==> src/sv/vfpm_pkg.sv <==
// ----------------------------------------------------------------------------
// vfpm_pkg
// Shared types and constants of the video frame PSNR meter.
// ----------------------------------------------------------------------------
package vfpm_pkg;

	localparam int CFG_W     = 13;
	localparam int CFG_IDX_W = 2;
	localparam int SAMPLE_W  = 8;
	localparam int SQ_W      = 16;
	localparam int PSNR_W    = 16;
	localparam int OUT_SUM_W = 40;
	localparam int IN_DATA_W = 16;
	localparam int OUT_DATA_W = 3 * PSNR_W + 3 * OUT_SUM_W;

	localparam int RST_WIDTH  = 1920;
	localparam int RST_HEIGHT = 1080;

	localparam int QDEPTH = 4;
	localparam int QPTR_W = 2;
	localparam int QCNT_W = 3;

	localparam int LOG_FRAC  = 24;
	localparam int LOG_BIT_W = 5;
	localparam int K_FRAC    = 28;
	localparam int K_W       = 30;
	localparam logic [K_W-1:0] TEN_LOG10_2 = 30'd808071242;
	localparam logic [15:0] PEAK_SQ = 16'd65025;
	localparam logic [PSNR_W-1:0] PSNR_MAX = 16'hFFFF;

	typedef enum logic [CFG_IDX_W-1:0] {
		REG_LAYOUT = 2'd0,
		REG_WIDTH  = 2'd1,
		REG_HEIGHT = 2'd2
	} reg_idx_t;

	typedef enum logic [1:0] {
		LAYOUT_UYVY = 2'd0,
		LAYOUT_420  = 2'd1,
		LAYOUT_422  = 2'd2,
		LAYOUT_444  = 2'd3
	} layout_t;

	typedef enum logic [1:0] {
		CH_Y  = 2'd0,
		CH_CB = 2'd1,
		CH_CR = 2'd2
	} ch_t;

	typedef struct packed {
		logic            last;
		ch_t             ch;
		logic [SQ_W-1:0] sq;
	} item_t;

	typedef struct packed {
		logic                 identical;
		logic [OUT_SUM_W-1:0] cr_sum;
		logic [OUT_SUM_W-1:0] cb_sum;
		logic [OUT_SUM_W-1:0] luma_sum;
		logic [PSNR_W-1:0]    cr_psnr;
		logic [PSNR_W-1:0]    cb_psnr;
		logic [PSNR_W-1:0]    luma_psnr;
	} result_t;

endpackage

==> src/sv/vfpm_queue.sv <==
// ----------------------------------------------------------------------------
// vfpm_queue
// Short FIFO of classified requests between the front and the back.
// ----------------------------------------------------------------------------
module vfpm_queue (
	input  logic            clk,
	input  logic            arst_n,
	input  logic            push,
	input  vfpm_pkg::item_t push_item,
	output logic            ready,
	input  logic            pop,
	output logic            valid,
	output vfpm_pkg::item_t pop_item
);
	import vfpm_pkg::*;

	item_t             mem_q [QDEPTH];
	logic [QPTR_W-1:0] wr_q;
	logic [QPTR_W-1:0] rd_q;
	logic [QCNT_W-1:0] cnt_q;

	assign ready    = (cnt_q != QCNT_W'(QDEPTH));
	assign valid    = (cnt_q != '0);
	assign pop_item = mem_q[rd_q];

	always_ff @(posedge clk) begin
		if (push) begin
			mem_q[wr_q] <= push_item;
		end
	end

	always_ff @(posedge clk or negedge arst_n) begin
		if (!arst_n) begin
			wr_q  <= '0;
			rd_q  <= '0;
			cnt_q <= '0;
		end else begin
			if (push) begin
				wr_q <= wr_q + QPTR_W'(1);
			end
			if (pop) begin
				rd_q <= rd_q + QPTR_W'(1);
			end
			case ({push, pop})
				2'b10: cnt_q <= cnt_q + QCNT_W'(1);
				2'b01: cnt_q <= cnt_q - QCNT_W'(1);
				default: cnt_q <= cnt_q;
			endcase
		end
	end

endmodule

==> config.mk <==
export PLATFORM = sky130hd
export DESIGN_NAME = vfpm_queue
export DESIGN_NICKNAME = d
export VERILOG_FILES = /design/src/sv/vfpm_pkg.sv /design/src/sv/vfpm_queue.sv
export SDC_FILE = /design/constraint.sdc
export NUM_CORES = 1
export LEC_CHECK = 0
export ABC_AREA = 1
export BUFFER_PORTS_ARGS = -buffer_cell sky130_fd_sc_hd__buf_2
export CORE_UTILIZATION = 55
export CTS_BUF_LIST = sky130_fd_sc_hd__clkbuf_8
export DETAILED_ROUTE_END_ITERATION = 8
export GPL_ROUTABILITY_DRIVEN = 0
export HOLD_SLACK_MARGIN = 0.03
export PLACE_DENSITY = 0.82
export SETUP_SLACK_MARGIN = 0.02
export SLEW_MARGIN = 20
export SYNTH_ARGS = -nofsm -noshare
export SYNTH_HDL_FRONTEND = slang
export SYNTH_SLANG_ARGS = --single-unit
==> constraint.sdc <==
create_clock -name clk -period 1.6 [get_ports clk]
set_input_delay 0 -clock clk [delete_from_list [all_inputs] [get_ports clk]]
set_output_delay 0 -clock clk [all_outputs]
set_load 0.02 [all_outputs]
==> summary.md <==
| Metric | Value |
|---|---|
| Startpoint types | `flip-flop` |
| Fin area | `4280 µm²` |
| CTS max path bufs | `2` |
| Number of clock buffers inserted by TritonCTS | `9` |
| IO Pins | `44` |
| Htree depth | `3` |
| DRC | `0` |
| Data arrival, critical path | `1.48 ns` |
| Crit path kind | `reg2out` |
| Total Wirelength | `5880 µm` |
| Max VDD drop | `1.47 mV` |
| Post-synthesis sequential area ratio | `69.0%` |
| Largest family of logic cells by synthesized area | `compound AO/OA/AOI/OAI gates` |
| Final Hold Vio Count | `0` |
| Root Buffer | `clkbuf_8` |
| Initial antenna violation count | `0` |
| Hold Crit Class | `in2reg` |
| Vias per cell | `4.99` |
| Die Area | `6800 µm²` |
| Via count | `2127` |
| First-pass GRT wire length | `9470 µm` |
| YS warnings | `0` |
| Area fraction in compound gates after synthesis | `11.0%` |
| Die Y | `82.5 µm` |
| Leading cell types in the layout, fill and taps excluded | `76 x edfxtp_1, 68 x nand2_1, 55 x inv_1, 43 x buf_2, 23 x dlygate4sd3_1` |
| Vias in the first global route | `2058` |
| Ratio of final minimum period to clock period | `92.7%` |
| Sink Count | `83` |
| Part of the power in the clock network | `18.2%` |
| Status | `completed` |
| Antenna diodes | `0` |
| Syn nets | `300` |
| Worst hold path stage count | `3` |
| Max_cap viols | `0` |
| Total power | `7.46 mW` |
| Combinational Power Share | `41.3%` |
| Clock Skews | `0.00820 ns` |
| Power per cell area | `1740 nW/µm²` |
| Post-Synth Simple-Gate Area | `7.77%` |
| Flops & latches, synth | `83` |
| CP Launch Point | `rd_q[1]` |
| XOR/XNOR Fraction of Synth Area | `0.984%` |
| Adder-Cell Fraction of Synth Area | `2.32%` |
| Net Sw Frac | `37.7%` |
| Leakage | `1.85 nW` |
| Largest net degree at the start of global routing | `54` |
| Total global-route track usage | `20.0%` |
| Part of the power in registers | `40.6%` |
| Worst Path Max Fanout | `7` |
| P_int | `4.65 mW` |
| Multiplexer share of the synthesized area | `0%` |
| Crit path time final | `1.48 ns` |
| Worst-margin pin slew | `0.324 ns` |
| Net Switching | `2.81 mW` |
| Layout Area Growth over Synthesis | `20.2%` |
| Setup tns final | `0 ns` |
| RSZ-0062 raised after global routing | `no` |
| Count of buffers from port buffering | `43` |
| Max-slew headroom | `78.3%` |
| Syn Inst Count | `271` |
| Die X | `82.5 µm` |
| Core Area | `6100 µm²` |
| Synthesized cell area | `3560 µm²` |
| DP HPWL | `3820 µm` |
| 1st-pass router iterations | `4` |
| Placed Area | `3860 µm²` |
| TritonCTS clock tree | `yes` |
| Final setup fails | `0` |
| WP data required | `1.60 ns` |
| Commonest non-fill, non-tap cell in the layout | `edfxtp_1` |
| FF-to-FF setup slack | `0.24 ns` |
| Final Hold Slack | `0.383 ns` |
| GRT Residual Overflow | `0` |
| Initial core utilization | `58.4%` |
| Hold path start | `pop` |
| Layout Utilization | `70.2%` |
| Slew Limit Fails | `0` |
| Worst-path clk slew | `0.08 ns` |
| Layout cells sized above 1 | `24.8%` |
| Drt initial violations | `159` |
| Cell Rows | `28` |
| R2R Path Start | `wr_q[1]` |
| Skew-Pair Late Insertion Delay | `0.34 ns` |
| Layout Nets | `375` |
| Min-Delay Endpoint | `rd_q[0]` |
| Post-synth cell types | `18` |
| WL per Instance | `13.8 µm` |
| Post-CTS Setup Inserts | `0` |
| DRT antenna net count | `0` |
| Crit. End Element | `output pin` |
| Reg2reg path depth | `5` |
| Avg Cell Area, Syn | `13.1 µm²` |
| Worst flop-to-flop path endpoint | `mem_q[1][4]` |
| Fmax | `0.674 GHz` |
-- state kept, by name (all words and copies together), names as in the netlist --
name,cells
mem_q,76
cnt_q,3
rd_q,2
wr_q,2
-- Yosys cell counts --
library cell / count / area share, %
edfxtp_1: 76 / 64
o21ai_0: 2 / 0.28
buf_6: 1 / 0.32
nand2_1: 68 / 7.2
o211ai_2: 19 / 6.7
xnor2_1: 1 / 0.25
nand4_1: 1 / 0.18
dfrtp_1: 7 / 4.9
clkbuf_1: 1 / 0.11
ha_1: 5 / 1.8
buf_2: 8 / 1.1
buf_12: 3 / 1.7
fa_1: 1 / 0.56
buf_4: 1 / 0.21
xor2_1: 3 / 0.74
nand3_1: 3 / 0.42
o211ai_1: 19 / 4.0
inv_1: 52 / 5.5
-- power by group through the flow --
stage | clock network (mW) | registers [mW] | logic [mW]
2_1_floorplan | 0 | 3.02 | 2.30
3_3_place_gp | 0 | 3.05 | 2.94
3_5_place_dp | 0 | 3.07 | 3.03
4_1_cts | 1.38 | 3.02 | 3.08
5_1_grt | 1.47 | 3.07 | 3.39
6_report | 1.35 | 3.03 | 3.08
-- worst max-delay path by stage --
| stage | end | slack [ns] | depth (start not counted) |
|---|---|---|---|
| after detailed placement | mem_q[1][2] | 0.26 | 5 |
| final | pop_item[1] | 0.12 | 5 |
| after CTS | pop_item[7] | 0.08 | 5 |
| after global placement | pop_item[7] | 0.36 | 5 |
| after floorplan | mem_q[2][0] | 0.18 | 4 |
| after global routing | cnt_q[2] | 0.03 | 10 |
-- logic make-up (layout without fill, tap and decap cells) --
family,count (synthesis),count (layout)
adders and majority gates,6,6
buffers and inverters,66,146
xor gates and xnor gates,4,4
and+or+nand+nor,72,72
AOI/OAI and AO/OA,40,40
DFF,83,83
-- stage by stage --
| step | setup WS [ns] | instances |
|---|---|---|
| global route | 0.0264 | 426 |
| floorplan | 0.178 | 271 |
| global placement | 0.360 | 387 |
| CTS | 0.0785 | 426 |
| finish | 0.117 | 426 |
| detailed placement | 0.261 | 387 |
-- area by class of cell --
class / instances / area [µm²]
tap: 75 / 93.8
clock buffer: 9 / 124
clock inverter: 7 / 53.8
fill: 411 / 1820
timing repair buffer: 78 / 568
inverter: 52 / 195
multi-input combinational: 122 / 785
sequential: 83 / 2460
-- routing by layer --
layer	vias to the layer above	global-route usage [%]	wire (µm)
li1	1069	-	-
met1	1006	24.9	2650
met2	40	32.1	2890
met3	12	5.05	190
met4	0	10.7	138
met5	-	0	0
-- worst max-delay path, stage by stage, from the launching register on --
cell      delay [ns]
dfrtp_1         0.39
inv_2           0.17
buf_4           0.21
o211ai_2        0.10
nand2_1         0.09
buf_2           0.17
-- timing repair --
action | in CTS | in global routing
endpoints found under the setup margin | 10 | 3
endpoints found under the hold margin | 87 | 0
pin swaps | 0 | 0
gates resized for setup | 1 | 2
gates cloned | 0 | 0
hold buffers | 23 | 0
(Power assumes the default switching activity.)
