==> src/sv/vfpm_pkg.sv <==
// ----------------------------------------------------------------------------
// vfpm_pkg
// Shared types and constants of the video frame PSNR meter.
// ----------------------------------------------------------------------------
package vfpm_pkg;

	localparam int CFG_W     = 13;
	localparam int CFG_IDX_W = 2;
	localparam int SAMPLE_W  = 8;
	localparam int SQ_W      = 16;
	localparam int PSNR_W    = 16;
	localparam int OUT_SUM_W = 40;
	localparam int IN_DATA_W = 16;
	localparam int OUT_DATA_W = 3 * PSNR_W + 3 * OUT_SUM_W;

	localparam int RST_WIDTH  = 1920;
	localparam int RST_HEIGHT = 1080;

	localparam int QDEPTH = 4;
	localparam int QPTR_W = 2;
	localparam int QCNT_W = 3;

	localparam int LOG_FRAC  = 24;
	localparam int LOG_BIT_W = 5;
	localparam int K_FRAC    = 28;
	localparam int K_W       = 30;
	localparam logic [K_W-1:0] TEN_LOG10_2 = 30'd808071242;
	localparam logic [15:0] PEAK_SQ = 16'd65025;
	localparam logic [PSNR_W-1:0] PSNR_MAX = 16'hFFFF;

	typedef enum logic [CFG_IDX_W-1:0] {
		REG_LAYOUT = 2'd0,
		REG_WIDTH  = 2'd1,
		REG_HEIGHT = 2'd2
	} reg_idx_t;

	typedef enum logic [1:0] {
		LAYOUT_UYVY = 2'd0,
		LAYOUT_420  = 2'd1,
		LAYOUT_422  = 2'd2,
		LAYOUT_444  = 2'd3
	} layout_t;

	typedef enum logic [1:0] {
		CH_Y  = 2'd0,
		CH_CB = 2'd1,
		CH_CR = 2'd2
	} ch_t;

	typedef struct packed {
		logic            last;
		ch_t             ch;
		logic [SQ_W-1:0] sq;
	} item_t;

	typedef struct packed {
		logic                 identical;
		logic [OUT_SUM_W-1:0] cr_sum;
		logic [OUT_SUM_W-1:0] cb_sum;
		logic [OUT_SUM_W-1:0] luma_sum;
		logic [PSNR_W-1:0]    cr_psnr;
		logic [PSNR_W-1:0]    cb_psnr;
		logic [PSNR_W-1:0]    luma_psnr;
	} result_t;

endpackage

==> src/sv/vfpm_front.sv <==
// ----------------------------------------------------------------------------
// vfpm_front
// Accepts sample pairs, sorts each into Y, Cb or Cr by frame position,
// squares the difference and marks the last byte of the frame.
// ----------------------------------------------------------------------------
module vfpm_front #(
	parameter int P_W   = 25,
	parameter int POS_W = 26
) (
	input  logic                      clk,
	input  logic                      arst_n,
	input  logic                      in_valid,
	output logic                      in_ready,
	input  logic [vfpm_pkg::SAMPLE_W-1:0] ref_sample,
	input  logic [vfpm_pkg::SAMPLE_W-1:0] test_sample,
	input  vfpm_pkg::layout_t         layout,
	input  logic [P_W-1:0]            p,
	input  logic [P_W-1:0]            c,
	input  logic [POS_W-1:0]          total,
	input  logic                      q_ready,
	output logic                      q_push,
	output vfpm_pkg::item_t           q_item
);
	import vfpm_pkg::*;

	logic [POS_W-1:0]    pos_q;
	logic [POS_W:0]      pos_inc;
	logic [POS_W:0]      luma_end;
	logic [POS_W:0]      cb_end;
	logic [SAMPLE_W-1:0] abs_diff;
	logic                last;
	ch_t                 ch;

	assign in_ready = q_ready;
	assign q_push   = in_valid & q_ready;

	always_comb begin
		pos_inc  = {1'b0, pos_q} + (POS_W + 1)'(1);
		luma_end = (POS_W + 1)'(p);
		cb_end   = (POS_W + 1)'(p) + (POS_W + 1)'(c);
		last     = (pos_inc >= {1'b0, total});
		abs_diff = (test_sample >= ref_sample) ? (test_sample - ref_sample)
		                                       : (ref_sample - test_sample);
		if (layout == LAYOUT_UYVY) begin
			case (pos_q[1:0])
				2'd0: ch = CH_CB;
				2'd2: ch = CH_CR;
				default: ch = CH_Y;
			endcase
		end else if ({1'b0, pos_q} < luma_end) begin
			ch = CH_Y;
		end else if ({1'b0, pos_q} < cb_end) begin
			ch = CH_CB;
		end else begin
			ch = CH_CR;
		end
		q_item.last = last;
		q_item.ch   = ch;
		q_item.sq   = SQ_W'(abs_diff) * SQ_W'(abs_diff);
	end

	always_ff @(posedge clk or negedge arst_n) begin
		if (!arst_n) begin
			pos_q <= '0;
		end else if (q_push) begin
			pos_q <= last ? '0 : pos_inc[POS_W-1:0];
		end
	end

endmodule

==> config.mk <==
export PLATFORM = sky130hd
export DESIGN_NAME = vfpm_front
export DESIGN_NICKNAME = d
export VERILOG_FILES = /design/src/sv/vfpm_pkg.sv /design/src/sv/vfpm_front.sv
export SDC_FILE = /design/constraint.sdc
export NUM_CORES = 1
export LEC_CHECK = 0
export BUFFER_PORTS_ARGS = -buffer_cell sky130_fd_sc_hd__buf_2
export CAP_MARGIN = 10
export CORE_UTILIZATION = 53
export DETAILED_ROUTE_END_ITERATION = 6
export PLACE_DENSITY = 0.86
export SLEW_MARGIN = 20
export SYNTH_ARGS = -nofsm -noshare
export SYNTH_HDL_FRONTEND = slang
export SYNTH_SLANG_ARGS = --single-unit
==> constraint.sdc <==
create_clock -name clk -period 7.8 [get_ports clk]
set_input_delay 1.17 -clock clk [delete_from_list [all_inputs] [get_ports clk]]
set_output_delay 1.17 -clock clk [all_outputs]
set_load 0.005 [all_outputs]
==> summary.md <==
| Metric | Value |
|---|---|
| Final hold vios | `0` |
| Starting Density | `55.4%` |
| Initial antenna violation count | `1` |
| Worst hold start | `pos_q[8]` |
| Post-synthesis sequential area ratio | `9.59%` |
| Post-route setup slack | `-0.135 ns` |
| Largest registers | `pos_q (26)` |
| Setup Slack @ Placement | `-0.189 ns` |
| Routed vias | `6,759` |
| Share of cells above drive strength 1 | `24.2%` |
| Post-DP HPWL | `13,500 um` |
| Max-Slew Margin vs Limit | `48.1%` |
| # nets final | `1,275` |
| Fmax | `126 MHz` |
| Synth cell types | `70` |
| Most flops, register | `pos_q` |
| Clock sink count | `26` |
| Initial DRC Count | `523` |
| Hold path depth | `2` |
| Num ports | `119` |
| Leakage power | `4.49 nW` |
| Kind of critical path | `in -> out` |
| WP data required | `6.63 ns` |
| Cells after Synth | `852` |
| EDFF count, synth | `0` |
| Routed WL per cell | `15.4 um` |
| CTS tree | `yes` |
| Syn Std Cell Area | `6790 um2` |
| Hold Path Class | `reg -> reg` |
| Reg-to-reg endpoint | `pos_q[0]` |
| Mapped Nets | `1,124` |
| R2r startpoint | `pos_q[1]` |
| H-tree Lvls | `1` |
| Peak VDD IR | `1.38 mV` |
| P&R area growth vs syn | `21.1%` |
| Pwr dens | `400 nW/um2` |
| CP max FO | `5` |
| Max incr delay on CP | `0.54 ns` |
| Antenna-violating nets left | `0` |
| Max reg flops | `26` |
| Reg2Reg Depth | `16` |
| RSZ-0062 raised after global routing | `yes` |
| Most frequent cell after synthesis | `ha_1` |
| Ys async rst share | `100%` |
| Port Buffers | `117` |
| R2R Setup Slk | `3.02 ns` |
| Top cells by area, synth | `ha_1 (27%), dfrtp_1 (9.6%), fa_1 (8.3%)` |
| Clock Path Buffers | `2` |
| Slew @ Worst Pin | `0.777 ns` |
| Yosys reg bits | `26` |
| Vias/cell | `5.78` |
| Nature of the critical path startpoint | `input port` |
| Die X | `115 um` |
| CP endpoint kind | `output port` |
| Post-synth top flop | `dfrtp_1` |
| CTS Buf Count | `3` |
| Clock Tree Root | `clkbuf_16` |
| Total Routed Length | `18,100 um` |
| Hold buffer count at cts | `0` |
| Final Cycle Share | `102%` |
| Final Slew Violations | `0` |
| Final cell count without fillers | `1,170` |
| Commonest cells post-synth | `ha_1 (146), inv_1 (130), nor2_1 (61)` |
| Placed Cells | `1,154` |
| Largest net degree at the start of global routing | `28` |
| Die Area | `13,300 um2` |
| Status | `complete, but fails checks` |
| Avg Cell Area, Syn | `7.97 um2` |
| Core area | `12,300 um2` |
| Number of max-cap violations | `0` |
| Worst-path clk slew | `0.06 ns` |
| Share of the synthesized area in the top cell type | `26.9%` |
| First drt pass iteration count | `5` |
| Clock latency on the worst-skew pair | `0.26 ns` |
| Row Count | `40` |
| Hold endpoint | `pos_q[8]` |
| Gpl congestion | `0.914` |
| Global-route wire length before repair | `28,300 um` |
| Post-synth top area cell | `ha_1` |
| Remaining DRCs | `0` |
| Critical path arrival | `6.77 ns` |
| Ys Warns | `0` |
| Skew final | `0.00207 ns` |
| Antenna cell count | `0` |
| Final Util | `67.1%` |
| Vias in the first global route | `6,280` |
| Violated checks | `setup timing` |
| Min cycle time layout | `7.94 ns` |
| Total gr overflow | `0` |
| Slowest-stage cell, CP | `fa_1` |
| Most common cell on crit path | `buf_4` |
| Total track usage | `26.2%` |
| # setup viols final | `5` |
| Die Ht | `115 um` |
[metal layers]
| layer | wire length (um) | GRT usage, % |
|---|---|---|
| met1 | 7700 | 33.2 |
| met2 | 8860 | 47.7 |
| met3 | 1000 | 2.48 |
| met4 | 495 | 6.23 |
| met5 | 11 | 0 |
[metrics by stage]
| stage | hold slack, ns | instance area (um2) | power, mW | setup TNS [ns] |
|---|---|---|---|---|
| finish | 0.619 | 8220 | 3.29 | -0.399 |
| global route | 0.652 | 8220 | 3.60 | -1.58 |
| CTS | 0.611 | 7970 | 2.87 | -0.00806 |
| detailed placement | 0.588 | 7740 | 2.56 | -0.743 |
| global placement | 0.579 | 7740 | 2.50 | -0.383 |
| floorplan | 0.532 | 6790 | 1.74 | 0 |
[kinds of logic (layout without fill, tap and decap cells)]
group                      count (synthesis)  in the layout  share of synthesized area [%]
AOI/OAI and AO/OA                        215            215                           21.7
other                                      1              1                         0.0552
and+or+nand+nor                          217            217                           15.5
xor gates and xnor gates                  66             66                           8.63
muxes                                      6              6                          0.903
adders and majority gates                174            174                           35.2
DFF                                       26             26                           9.59
buffers and inverters                    147            297                           8.53
[area by class of cell]
type | instances | area (um2)
multi-input combinational | 679 | 5840
sequential | 26 | 651
inverter | 131 | 494
clock buffer | 4 | 88.8
timing repair buffer | 162 | 933
fill | 948 | 4040
tap | 168 | 210
[power by group]
group          switching (mW)  total, mW  leakage (nW)  internal, mW
registers              0.0303      0.179         0.347         0.149
logic                    1.47       2.98          4.10          1.51
clock network          0.0478      0.126        0.0442        0.0786
total                    1.55       3.29          4.49          1.74
[layout by cell type (no fill, tap or decap), drive strengths merged, types with 6 or more instances in the layout]
cell type	n
nor3	15
xor2	18
nand4	13
nor2	61
inv	130
ha	146
dfrtp	26
o2bb2ai	6
o21ai	38
xnor2	48
o22ai	6
nand3	21
fa	28
or2	8
a21o	37
a211oi	8
o21a	8
and3	9
buf	162
o21bai	8
nor2b	9
a21oi	52
nand2	57
[what timing repair did]
item                       4_1_cts  5_1_grt
pin swaps                       22       48
buffers inserted                 5        7
setup endpoints to repair        5        8
resized for setup               19       54
[critical path: cells and delay by family]
| family | cells | cell delay (ns) |
|---|---|---|
| fa+ha+maj | 7 | 2.36 |
| compound gates | 7 | 1.33 |
| buf+inv | 10 | 0.93 |
| simple gates | 3 | 0.48 |
| xor+xnor | 2 | 0.31 |
| mux | 1 | 0.18 |
[how the worst max path moves through the flow]
stage	startpoint	endpoint	slack, ns	depth (start not counted)
after floorplan	test_sample[0]	q_item[15]	0.18	24
after global placement	test_sample[0]	q_item[15]	-0.12	26
after detailed placement	test_sample[0]	q_item[15]	-0.19	26
after CTS	test_sample[0]	q_item[15]	-0.008	27
after global routing	test_sample[0]	q_item[12]	-0.31	32
final	test_sample[0]	q_item[13]	-0.14	30
No activity file was read; power rests on OpenSTA's default activity.
