==> config.mk <==
export PLATFORM = sky130hd
export DESIGN_NAME = vfpm_back
export DESIGN_NICKNAME = d
export VERILOG_FILES = /design/src/sv/vfpm_pkg.sv /design/src/sv/vfpm_psnr.sv /design/src/sv/vfpm_back.sv
export SDC_FILE = /design/constraint.sdc
export NUM_CORES = 2
export LEC_CHECK = 0
export ABC_AREA = 1
export BUFFER_PORTS_ARGS = -buffer_cell sky130_fd_sc_hd__buf_4
export CORE_UTILIZATION = 60
export DETAILED_ROUTE_END_ITERATION = 8
export PLACE_DENSITY = 0.8
export SLEW_MARGIN = 25
export SYNTH_ARGS = -nofsm -noshare
export SYNTH_HDL_FRONTEND = slang
export SYNTH_SLANG_ARGS = --single-unit
==> constraint.sdc <==
create_clock -name clk -period 25.6 [get_ports clk]
set_clock_uncertainty 0.2 [all_clocks]
set_input_delay 2.56 -clock clk [delete_from_list [all_inputs] [get_ports clk]]
set_output_delay 2.56 -clock clk [all_outputs]
set_load 0.01 [all_outputs]
==> src/sv/vfpm_pkg.sv <==
// ----------------------------------------------------------------------------
// vfpm_pkg
// Shared types and constants of the video frame PSNR meter.
// ----------------------------------------------------------------------------
package vfpm_pkg;

	localparam int CFG_W     = 13;
	localparam int CFG_IDX_W = 2;
	localparam int SAMPLE_W  = 8;
	localparam int SQ_W      = 16;
	localparam int PSNR_W    = 16;
	localparam int OUT_SUM_W = 40;
	localparam int IN_DATA_W = 16;
	localparam int OUT_DATA_W = 3 * PSNR_W + 3 * OUT_SUM_W;

	localparam int RST_WIDTH  = 1920;
	localparam int RST_HEIGHT = 1080;

	localparam int QDEPTH = 4;
	localparam int QPTR_W = 2;
	localparam int QCNT_W = 3;

	localparam int LOG_FRAC  = 24;
	localparam int LOG_BIT_W = 5;
	localparam int K_FRAC    = 28;
	localparam int K_W       = 30;
	localparam logic [K_W-1:0] TEN_LOG10_2 = 30'd808071242;
	localparam logic [15:0] PEAK_SQ = 16'd65025;
	localparam logic [PSNR_W-1:0] PSNR_MAX = 16'hFFFF;

	typedef enum logic [CFG_IDX_W-1:0] {
		REG_LAYOUT = 2'd0,
		REG_WIDTH  = 2'd1,
		REG_HEIGHT = 2'd2
	} reg_idx_t;

	typedef enum logic [1:0] {
		LAYOUT_UYVY = 2'd0,
		LAYOUT_420  = 2'd1,
		LAYOUT_422  = 2'd2,
		LAYOUT_444  = 2'd3
	} layout_t;

	typedef enum logic [1:0] {
		CH_Y  = 2'd0,
		CH_CB = 2'd1,
		CH_CR = 2'd2
	} ch_t;

	typedef struct packed {
		logic            last;
		ch_t             ch;
		logic [SQ_W-1:0] sq;
	} item_t;

	typedef struct packed {
		logic                 identical;
		logic [OUT_SUM_W-1:0] cr_sum;
		logic [OUT_SUM_W-1:0] cb_sum;
		logic [OUT_SUM_W-1:0] luma_sum;
		logic [PSNR_W-1:0]    cr_psnr;
		logic [PSNR_W-1:0]    cb_psnr;
		logic [PSNR_W-1:0]    luma_psnr;
	} result_t;

endpackage

==> src/sv/vfpm_psnr.sv <==
// ----------------------------------------------------------------------------
// vfpm_psnr
// Sequential PSNR unit: per channel, two fixed-point log2 evaluations by
// shift normalization and repeated squaring, then scaling to dB.
// ----------------------------------------------------------------------------
module vfpm_psnr #(
	parameter int ACC_W     = 40,
	parameter int CNT_W     = 25,
	parameter int FRAC_BITS = 8
) (
	input  logic                        clk,
	input  logic                        arst_n,
	input  logic                        start,
	input  logic [ACC_W-1:0]            sums [3],
	input  logic [CNT_W-1:0]            counts [3],
	output logic                        done,
	output logic [vfpm_pkg::PSNR_W-1:0] res [3]
);
	import vfpm_pkg::*;

	localparam int LX_W   = (ACC_W > 32) ? ACC_W : 32;
	localparam int E_W    = $clog2(LX_W);
	localparam int LOG_W  = E_W + LOG_FRAC;
	localparam int PROD_W = LOG_W + K_W;
	localparam int RND_W  = PROD_W + 17;
	localparam int R      = LOG_FRAC + K_FRAC - FRAC_BITS;

	typedef enum logic [6:0] {
		P_IDLE  = 7'b0000001,
		P_PREP  = 7'b0000010,
		P_NORM  = 7'b0000100,
		P_SQR   = 7'b0001000,
		P_LOG   = 7'b0010000,
		P_ROUND = 7'b0100000,
		P_DONE  = 7'b1000000
	} pstate_t;

	pstate_t               st_q;
	logic [1:0]            idx_q;
	logic                  second_q;
	logic [LX_W-1:0]       x_q;
	logic [E_W-1:0]        e_q;
	logic [31:0]           m_q;
	logic [LOG_FRAC-1:0]   frac_q;
	logic [LOG_BIT_W-1:0]  bit_q;
	logic [LOG_W-1:0]      la_q;
	logic [PROD_W-1:0]     prod_q;
	logic [PSNR_W-1:0]     res_q [3];

	logic [CNT_W+15:0]     a_full;
	logic [63:0]           sq_full;
	logic [32:0]           sq_top;
	logic [LOG_W-1:0]      log_now;
	logic [LOG_W-1:0]      diff;
	logic [RND_W-1:0]      rnd;
	logic [RND_W-1:0]      scaled;
	logic [PSNR_W-1:0]     sat;
	logic                  last_ch;

	assign done = (st_q == P_DONE);
	assign res  = res_q;

	always_comb begin
		a_full  = (CNT_W + 16)'(counts[idx_q]) * (CNT_W + 16)'(PEAK_SQ);
		sq_full = 64'(m_q) * 64'(m_q);
		sq_top  = sq_full[63:31];
		log_now = {e_q, frac_q};
		diff    = la_q - log_now;
		rnd     = RND_W'(prod_q) + (RND_W'(1) << (R - 1));
		scaled  = rnd >> R;
		sat     = (scaled > RND_W'(PSNR_MAX)) ? PSNR_MAX : scaled[PSNR_W-1:0];
		last_ch = (idx_q == 2'(CH_CR));
	end

	always_ff @(posedge clk) begin
		case (st_q)
			P_PREP: begin
				x_q      <= LX_W'(a_full);
				e_q      <= E_W'(LX_W - 1);
				second_q <= 1'b0;
			end
			P_NORM: begin
				if (x_q[LX_W-1]) begin
					m_q    <= x_q[LX_W-1 -: 32];
					frac_q <= '0;
					bit_q  <= LOG_BIT_W'(LOG_FRAC - 1);
				end else begin
					x_q <= {x_q[LX_W-2:0], 1'b0};
					e_q <= e_q - E_W'(1);
				end
			end
			P_SQR: begin
				if (sq_top[32]) begin
					m_q           <= sq_top[32:1];
					frac_q[bit_q] <= 1'b1;
				end else begin
					m_q <= sq_top[31:0];
				end
				bit_q <= bit_q - LOG_BIT_W'(1);
			end
			P_LOG: begin
				if (!second_q) begin
					la_q     <= log_now;
					x_q      <= LX_W'(sums[idx_q]);
					e_q      <= E_W'(LX_W - 1);
					second_q <= 1'b1;
				end else begin
					prod_q <= PROD_W'(diff) * PROD_W'(TEN_LOG10_2);
				end
			end
			default: begin
			end
		endcase
	end

	always_ff @(posedge clk or negedge arst_n) begin
		if (!arst_n) begin
			st_q  <= P_IDLE;
			idx_q <= '0;
		end else begin
			case (st_q)
				P_IDLE: begin
					if (start) begin
						idx_q <= '0;
						st_q  <= P_PREP;
					end
				end
				P_PREP: begin
					if (sums[idx_q] == '0 || counts[idx_q] == '0) begin
						res_q[idx_q] <= (sums[idx_q] == '0) ? PSNR_MAX : '0;
						idx_q        <= idx_q + 2'd1;
						st_q         <= last_ch ? P_DONE : P_PREP;
					end else begin
						st_q <= P_NORM;
					end
				end
				P_NORM: begin
					if (x_q[LX_W-1]) begin
						st_q <= P_SQR;
					end
				end
				P_SQR: begin
					if (bit_q == '0) begin
						st_q <= P_LOG;
					end
				end
				P_LOG: begin
					if (!second_q) begin
						st_q <= P_NORM;
					end else if (la_q <= log_now) begin
						res_q[idx_q] <= '0;
						idx_q        <= idx_q + 2'd1;
						st_q         <= last_ch ? P_DONE : P_PREP;
					end else begin
						st_q <= P_ROUND;
					end
				end
				P_ROUND: begin
					res_q[idx_q] <= sat;
					idx_q        <= idx_q + 2'd1;
					st_q         <= last_ch ? P_DONE : P_PREP;
				end
				P_DONE: begin
					st_q <= P_IDLE;
				end
				default: begin
					st_q <= P_IDLE;
				end
			endcase
		end
	end

endmodule

==> src/sv/vfpm_back.sv <==
// ----------------------------------------------------------------------------
// vfpm_back
// Drains the request queue into the per-channel sums; at the end of a frame
// snapshots sums and channel counts, runs the PSNR unit and holds the result.
// ----------------------------------------------------------------------------
module vfpm_back #(
	parameter int ACC_W     = 40,
	parameter int P_W       = 25,
	parameter int FRAC_BITS = 8
) (
	input  logic              clk,
	input  logic              arst_n,
	input  logic              q_valid,
	input  vfpm_pkg::item_t   q_item,
	output logic              q_pop,
	input  vfpm_pkg::layout_t layout,
	input  logic [P_W-1:0]    p,
	input  logic [P_W-1:0]    c,
	output logic              out_valid,
	input  logic              out_ready,
	output vfpm_pkg::result_t out_res
);
	import vfpm_pkg::*;

	typedef enum logic [1:0] {
		B_ACC  = 2'b01,
		B_CALC = 2'b10
	} bstate_t;

	bstate_t          st_q;
	logic             start_q;
	logic             out_valid_q;
	result_t          res_q;
	logic [ACC_W-1:0] acc_q [3];
	logic [ACC_W-1:0] sum_q [3];
	logic [P_W-1:0]   cnt_q [3];
	logic [P_W-1:0]   cnt_now [3];
	logic [P_W+1:0]   two_p;
	logic [P_W+1:0]   nb_w;
	logic [P_W+1:0]   nr_w;
	logic [63:0]      sum64 [3];
	logic             done;
	logic [PSNR_W-1:0] psnr [3];

	assign out_valid = out_valid_q;
	assign out_res   = res_q;
	assign q_pop     = q_valid && (st_q == B_ACC) && (!q_item.last || !out_valid_q);

	always_comb begin
		two_p = {1'b0, p, 1'b0};
		nb_w  = (two_p + (P_W + 2)'(3)) >> 2;
		nr_w  = (two_p + (P_W + 2)'(1)) >> 2;
		cnt_now[0] = p;
		if (layout == LAYOUT_UYVY) begin
			cnt_now[1] = nb_w[P_W-1:0];
			cnt_now[2] = nr_w[P_W-1:0];
		end else begin
			cnt_now[1] = c;
			cnt_now[2] = c;
		end
		for (int i = 0; i < 3; i++) begin
			sum64[i] = 64'(sum_q[i]);
		end
	end

	vfpm_psnr #(
		.ACC_W     (ACC_W),
		.CNT_W     (P_W),
		.FRAC_BITS (FRAC_BITS)
	) u_psnr (
		.clk    (clk),
		.arst_n (arst_n),
		.start  (start_q),
		.sums   (sum_q),
		.counts (cnt_q),
		.done   (done),
		.res    (psnr)
	);

	always_ff @(posedge clk) begin
		if (q_pop && q_item.last) begin
			for (int i = 0; i < 3; i++) begin
				sum_q[i] <= acc_q[i] + ((q_item.ch == ch_t'(2'(i))) ? ACC_W'(q_item.sq)
				                                                    : '0);
				cnt_q[i] <= cnt_now[i];
			end
		end
		if (done) begin
			res_q.luma_psnr <= psnr[0];
			res_q.cb_psnr   <= psnr[1];
			res_q.cr_psnr   <= psnr[2];
			res_q.luma_sum  <= sum64[0][OUT_SUM_W-1:0];
			res_q.cb_sum    <= sum64[1][OUT_SUM_W-1:0];
			res_q.cr_sum    <= sum64[2][OUT_SUM_W-1:0];
			res_q.identical <= (sum_q[0] == '0) && (sum_q[1] == '0) && (sum_q[2] == '0);
		end
	end

	always_ff @(posedge clk or negedge arst_n) begin
		if (!arst_n) begin
			st_q        <= B_ACC;
			start_q     <= 1'b0;
			out_valid_q <= 1'b0;
			for (int i = 0; i < 3; i++) begin
				acc_q[i] <= '0;
			end
		end else begin
			start_q <= 1'b0;
			if (out_valid_q && out_ready) begin
				out_valid_q <= 1'b0;
			end
			case (st_q)
				B_ACC: begin
					if (q_pop) begin
						if (q_item.last) begin
							for (int i = 0; i < 3; i++) begin
								acc_q[i] <= '0;
							end
							start_q <= 1'b1;
							st_q    <= B_CALC;
						end else begin
							for (int i = 0; i < 3; i++) begin
								if (q_item.ch == ch_t'(2'(i))) begin
									acc_q[i] <= acc_q[i] + ACC_W'(q_item.sq);
								end
							end
						end
					end
				end
				B_CALC: begin
					if (done) begin
						out_valid_q <= 1'b1;
						st_q        <= B_ACC;
					end
				end
				default: begin
					st_q <= B_ACC;
				end
			endcase
		end
	end

endmodule

==> reports/qor.txt <==
Total grt overflow -> 0
Worst-Skew Late Latency -> 0.71 ns
Number of synthesized flops with an enable pin -> 567
Worst-margin pin slew -> 1.055 ns
Arrival @ worst endpoint -> 9.27 ns
CP Launch Type -> register
Core area -> 141,600 um^2
Post-CTS Resized -> 0
Status -> complete, no violations
Crit share post-route -> 35.88%
Dpl cells -> 12,110
ANT cells -> 0
CTS tree -> yes
Max Cap Viol -> 0
Nature of the critical path endpoint -> register
Final hold violation count -> 0
CTS Root Cell -> clkbuf_16
Vias/cell -> 5.676
Die Height -> 379.6 um
Global-route wire length before repair -> 388.4 mm
Worst hold slack -> 0.2165 ns
Setup TNS -> 0 ns
CP peak stage delay -> 0.88 ns
Crit Path Max Fanout -> 32
Most used cell, CP -> inv_1
Routed len/inst -> 20.21 um
Slew Limit Fails -> 0
Share of layout cells above drive strength 1 -> 5.232%
Largest net degree at the start of global routing -> 93
Hold buffer count at CTS -> 0
GPL Wtd Cong -> 1.015
DIE WIDTH -> 379.6 um
Cell variety after synth -> 63
Pwr/cell area -> 26.67 nW/um^2
Post-Synthesis Cells -> 10,110
Critical-path top delay cell -> edfxtp_1
Hold Path Class -> register to register
Post-Layout Cell Count -> 12,250
Yosys Warn Count -> 0
DPL Wire Length -> 200.2 mm
Syn avg cell area -> 8.463 um^2
DR vias -> 69,530
Gr usage total -> 34.48%
Pre-CTS setup slack -> 16.55 ns
H-tree levels -> 3
Total leakage power -> 48.68 nW
DRT iter0 DRCs -> 6,789
Post-DRT Antenna Nets -> 0
Deepest clock path buffer count -> 3
Yosys reg bits -> 700
Die area -> 144,100 um^2
Max VDD drop -> 0.05484 mV
Vias in the first global route -> 71,260
Final #Nets -> 12,330
Fmax -> 0.1089 GHz
Clock transition at path regs -> 0.07 ns
Async S/R FF share, synth -> 19.00%
Num CTS Buffers -> 76
Drt pass-1 iters -> 6
Ports -> 246
RSZ-0062 raised after global routing -> false
Ys flop type -> edfxtp_1
Post-CTS Setup Bufs -> 0
Final worst slack -> 16.41 ns
Port bufs -> 245
Synthesized net count -> 12,140
Starting Density -> 60.43%
Clock sinks -> 700
Synthesis-to-layout area growth -> 7.734%
Setup violations, final -> 0
Mapped Area -> 85,560 um^2
Row cnt -> 138
CP Class -> register to register
Worst relative slew slack -> 29.67%
Initial antenna violation count -> 2
Total routed wirelength -> 247.5 mm
Register area share after synthesis -> 23.79%
Worst Path Required -> 25.68 ns
Min Tclk post-route -> 9.186 ns
DRC -> 0
cell families after synthesis:
family	synth area share (%)
other	0.004383
adders and majority gates	38.33
buffers and inverters	11.65
and+or+nand+nor	17.60
xor gates and xnor gates	2.353
DFF	23.79
AOI/OAI and AO/OA	6.267
power by group:
part	internal [W]	total (W)	switching [W]
Sequential	0.00122	0.00122	0.00000000000000000000633
Combinational	0.0000215	0.0000644	0.0000428
Clock	0.000668	0.00117	0.000506
metal layers:
| metal | global-route usage (%) | up-vias | routed length (um) |
|---|---|---|---|
| li1 | - | 31750 | - |
| met1 | 45.75 | 33590 | 97000 |
| met2 | 55.01 | 3483 | 113900 |
| met3 | 6.518 | 709 | 23700 |
| met4 | 15.77 | 0 | 12930 |
| met5 | 0 | - | 0 |
worst max-delay path, delay by kind of cell, from the launching register on:
| family | cells | cell delay [ns] |
|---|---|---|
| compound gates | 2 | 0.35 |
| buf+inv | 11 | 1.90 |
| fa+ha+maj | 9 | 4.51 |
| simple gates | 10 | 0.92 |
| flops | 1 | 0.88 |
synth_stat cells, drive strengths merged, types with 7 or more instances:
| cell | n | area share [%] |
|---|---|---|
| a21oi | 391 | 2.3 |
| nand4 | 107 | 0.78 |
| xor2 | 160 | 1.6 |
| nand3b | 8 | 0.070 |
| and2 | 8 | 0.058 |
| nor3 | 95 | 0.57 |
| xnor2 | 69 | 0.71 |
| ha | 855 | 13 |
| a21o | 38 | 0.33 |
| buf | 41 | 0.29 |
| o21bai | 41 | 0.38 |
| o21ai | 339 | 2.0 |
| o21a | 19 | 0.17 |
| edfxtp | 567 | 20 |
| a32oi | 24 | 0.25 |
| nand2 | 2175 | 9.6 |
| nor2 | 651 | 2.9 |
| a21boi | 14 | 0.12 |
| a22o | 7 | 0.072 |
| nand3 | 472 | 2.8 |
| or2 | 60 | 0.44 |
| fa | 1104 | 26 |
| nor4 | 53 | 0.39 |
| a31oi | 21 | 0.15 |
| o211ai | 22 | 0.19 |
| clkbuf | 166 | 0.73 |
| inv | 2421 | 11 |
| dfrtp | 131 | 3.8 |
| and3 | 9 | 0.066 |
| o31ai | 15 | 0.13 |
layout make-up:
type / count / area [um^2]
Multi-Input combinational cell: 6778 / 55290
Fill cell: 11680 / 49400
Sequential cell: 700 / 20360
Inverter: 2425 / 9102
Timing Repair Buffer: 318 / 2395
Tap cell: 1890 / 2365
Clock buffer: 100 / 2083
Clock inverter: 39 / 590.6
placed cells by master, fill, tap and decap left out, types with 15 or more instances in the layout:
cell          n
inv_1      2414
nand2_1    2171
fa_1       1104
ha_1        855
nor2_1      639
edfxtp_1    567
nand3_1     469
a21oi_1     388
o21ai_0     325
buf_4       316
xor2_1      159
dfrtp_1     130
nand4_1     107
nor3_1       93
clkbuf_16    77
xnor2_1      69
or2_2        59
nor4_1       51
o21bai_1     39
a21o_1       37
a32oi_1      24
o211ai_1     22
a31oi_1      20
o21a_1       19
clkbuf_1     16
o31ai_1      15
per-stage QoR:
stage	total power, W	util (%)	instance area (um^2)
after CTS	0.002465	65.10	92180
final	0.002458	65.11	92180
after detailed placement	0.001306	63.21	89500
after floorplan	0.001276	-	85560
after global routing	0.002515	65.11	92180
after global placement	0.001305	63.21	89500
state kept, by name, summed over array words and instances, names as in the netlist, named ones only:
signal and count:
cnt_q 75, u_psnr.second_q 1, u_psnr.prod_q 17, u_psnr.e_q 6
u_psnr.idx_q 2, out_res 169, u_psnr.frac_q 24, u_psnr.la_q 30
u_psnr.x_q 40, out_valid 1, acc_q 120, u_psnr.st_q 7
st_q 2, sum64 120, u_psnr.bit_q 5, start_q 1
u_psnr.m_q 32
path summary, 6_finish.rpt:
check / from / end / slack [ns] / depth (start not counted)
setup / recovery: u_psnr.m_q[5] / u_psnr.frac_q[4] / 16.41 / 32
hold / removal: sum64[149] / out_res[69] / 0.22 / 0
setup reg to reg: u_psnr.m_q[5] / u_psnr.frac_q[4] / 16.41 / 32
hold reg to reg: sum64[149] / out_res[69] / 0.22 / 0
max in group asynchronous: arst_n / acc_q[78] / 22.39 / 2
min in group asynchronous: arst_n / acc_q[30] / 1.56 / 1
(Power assumes the default switching activity.)
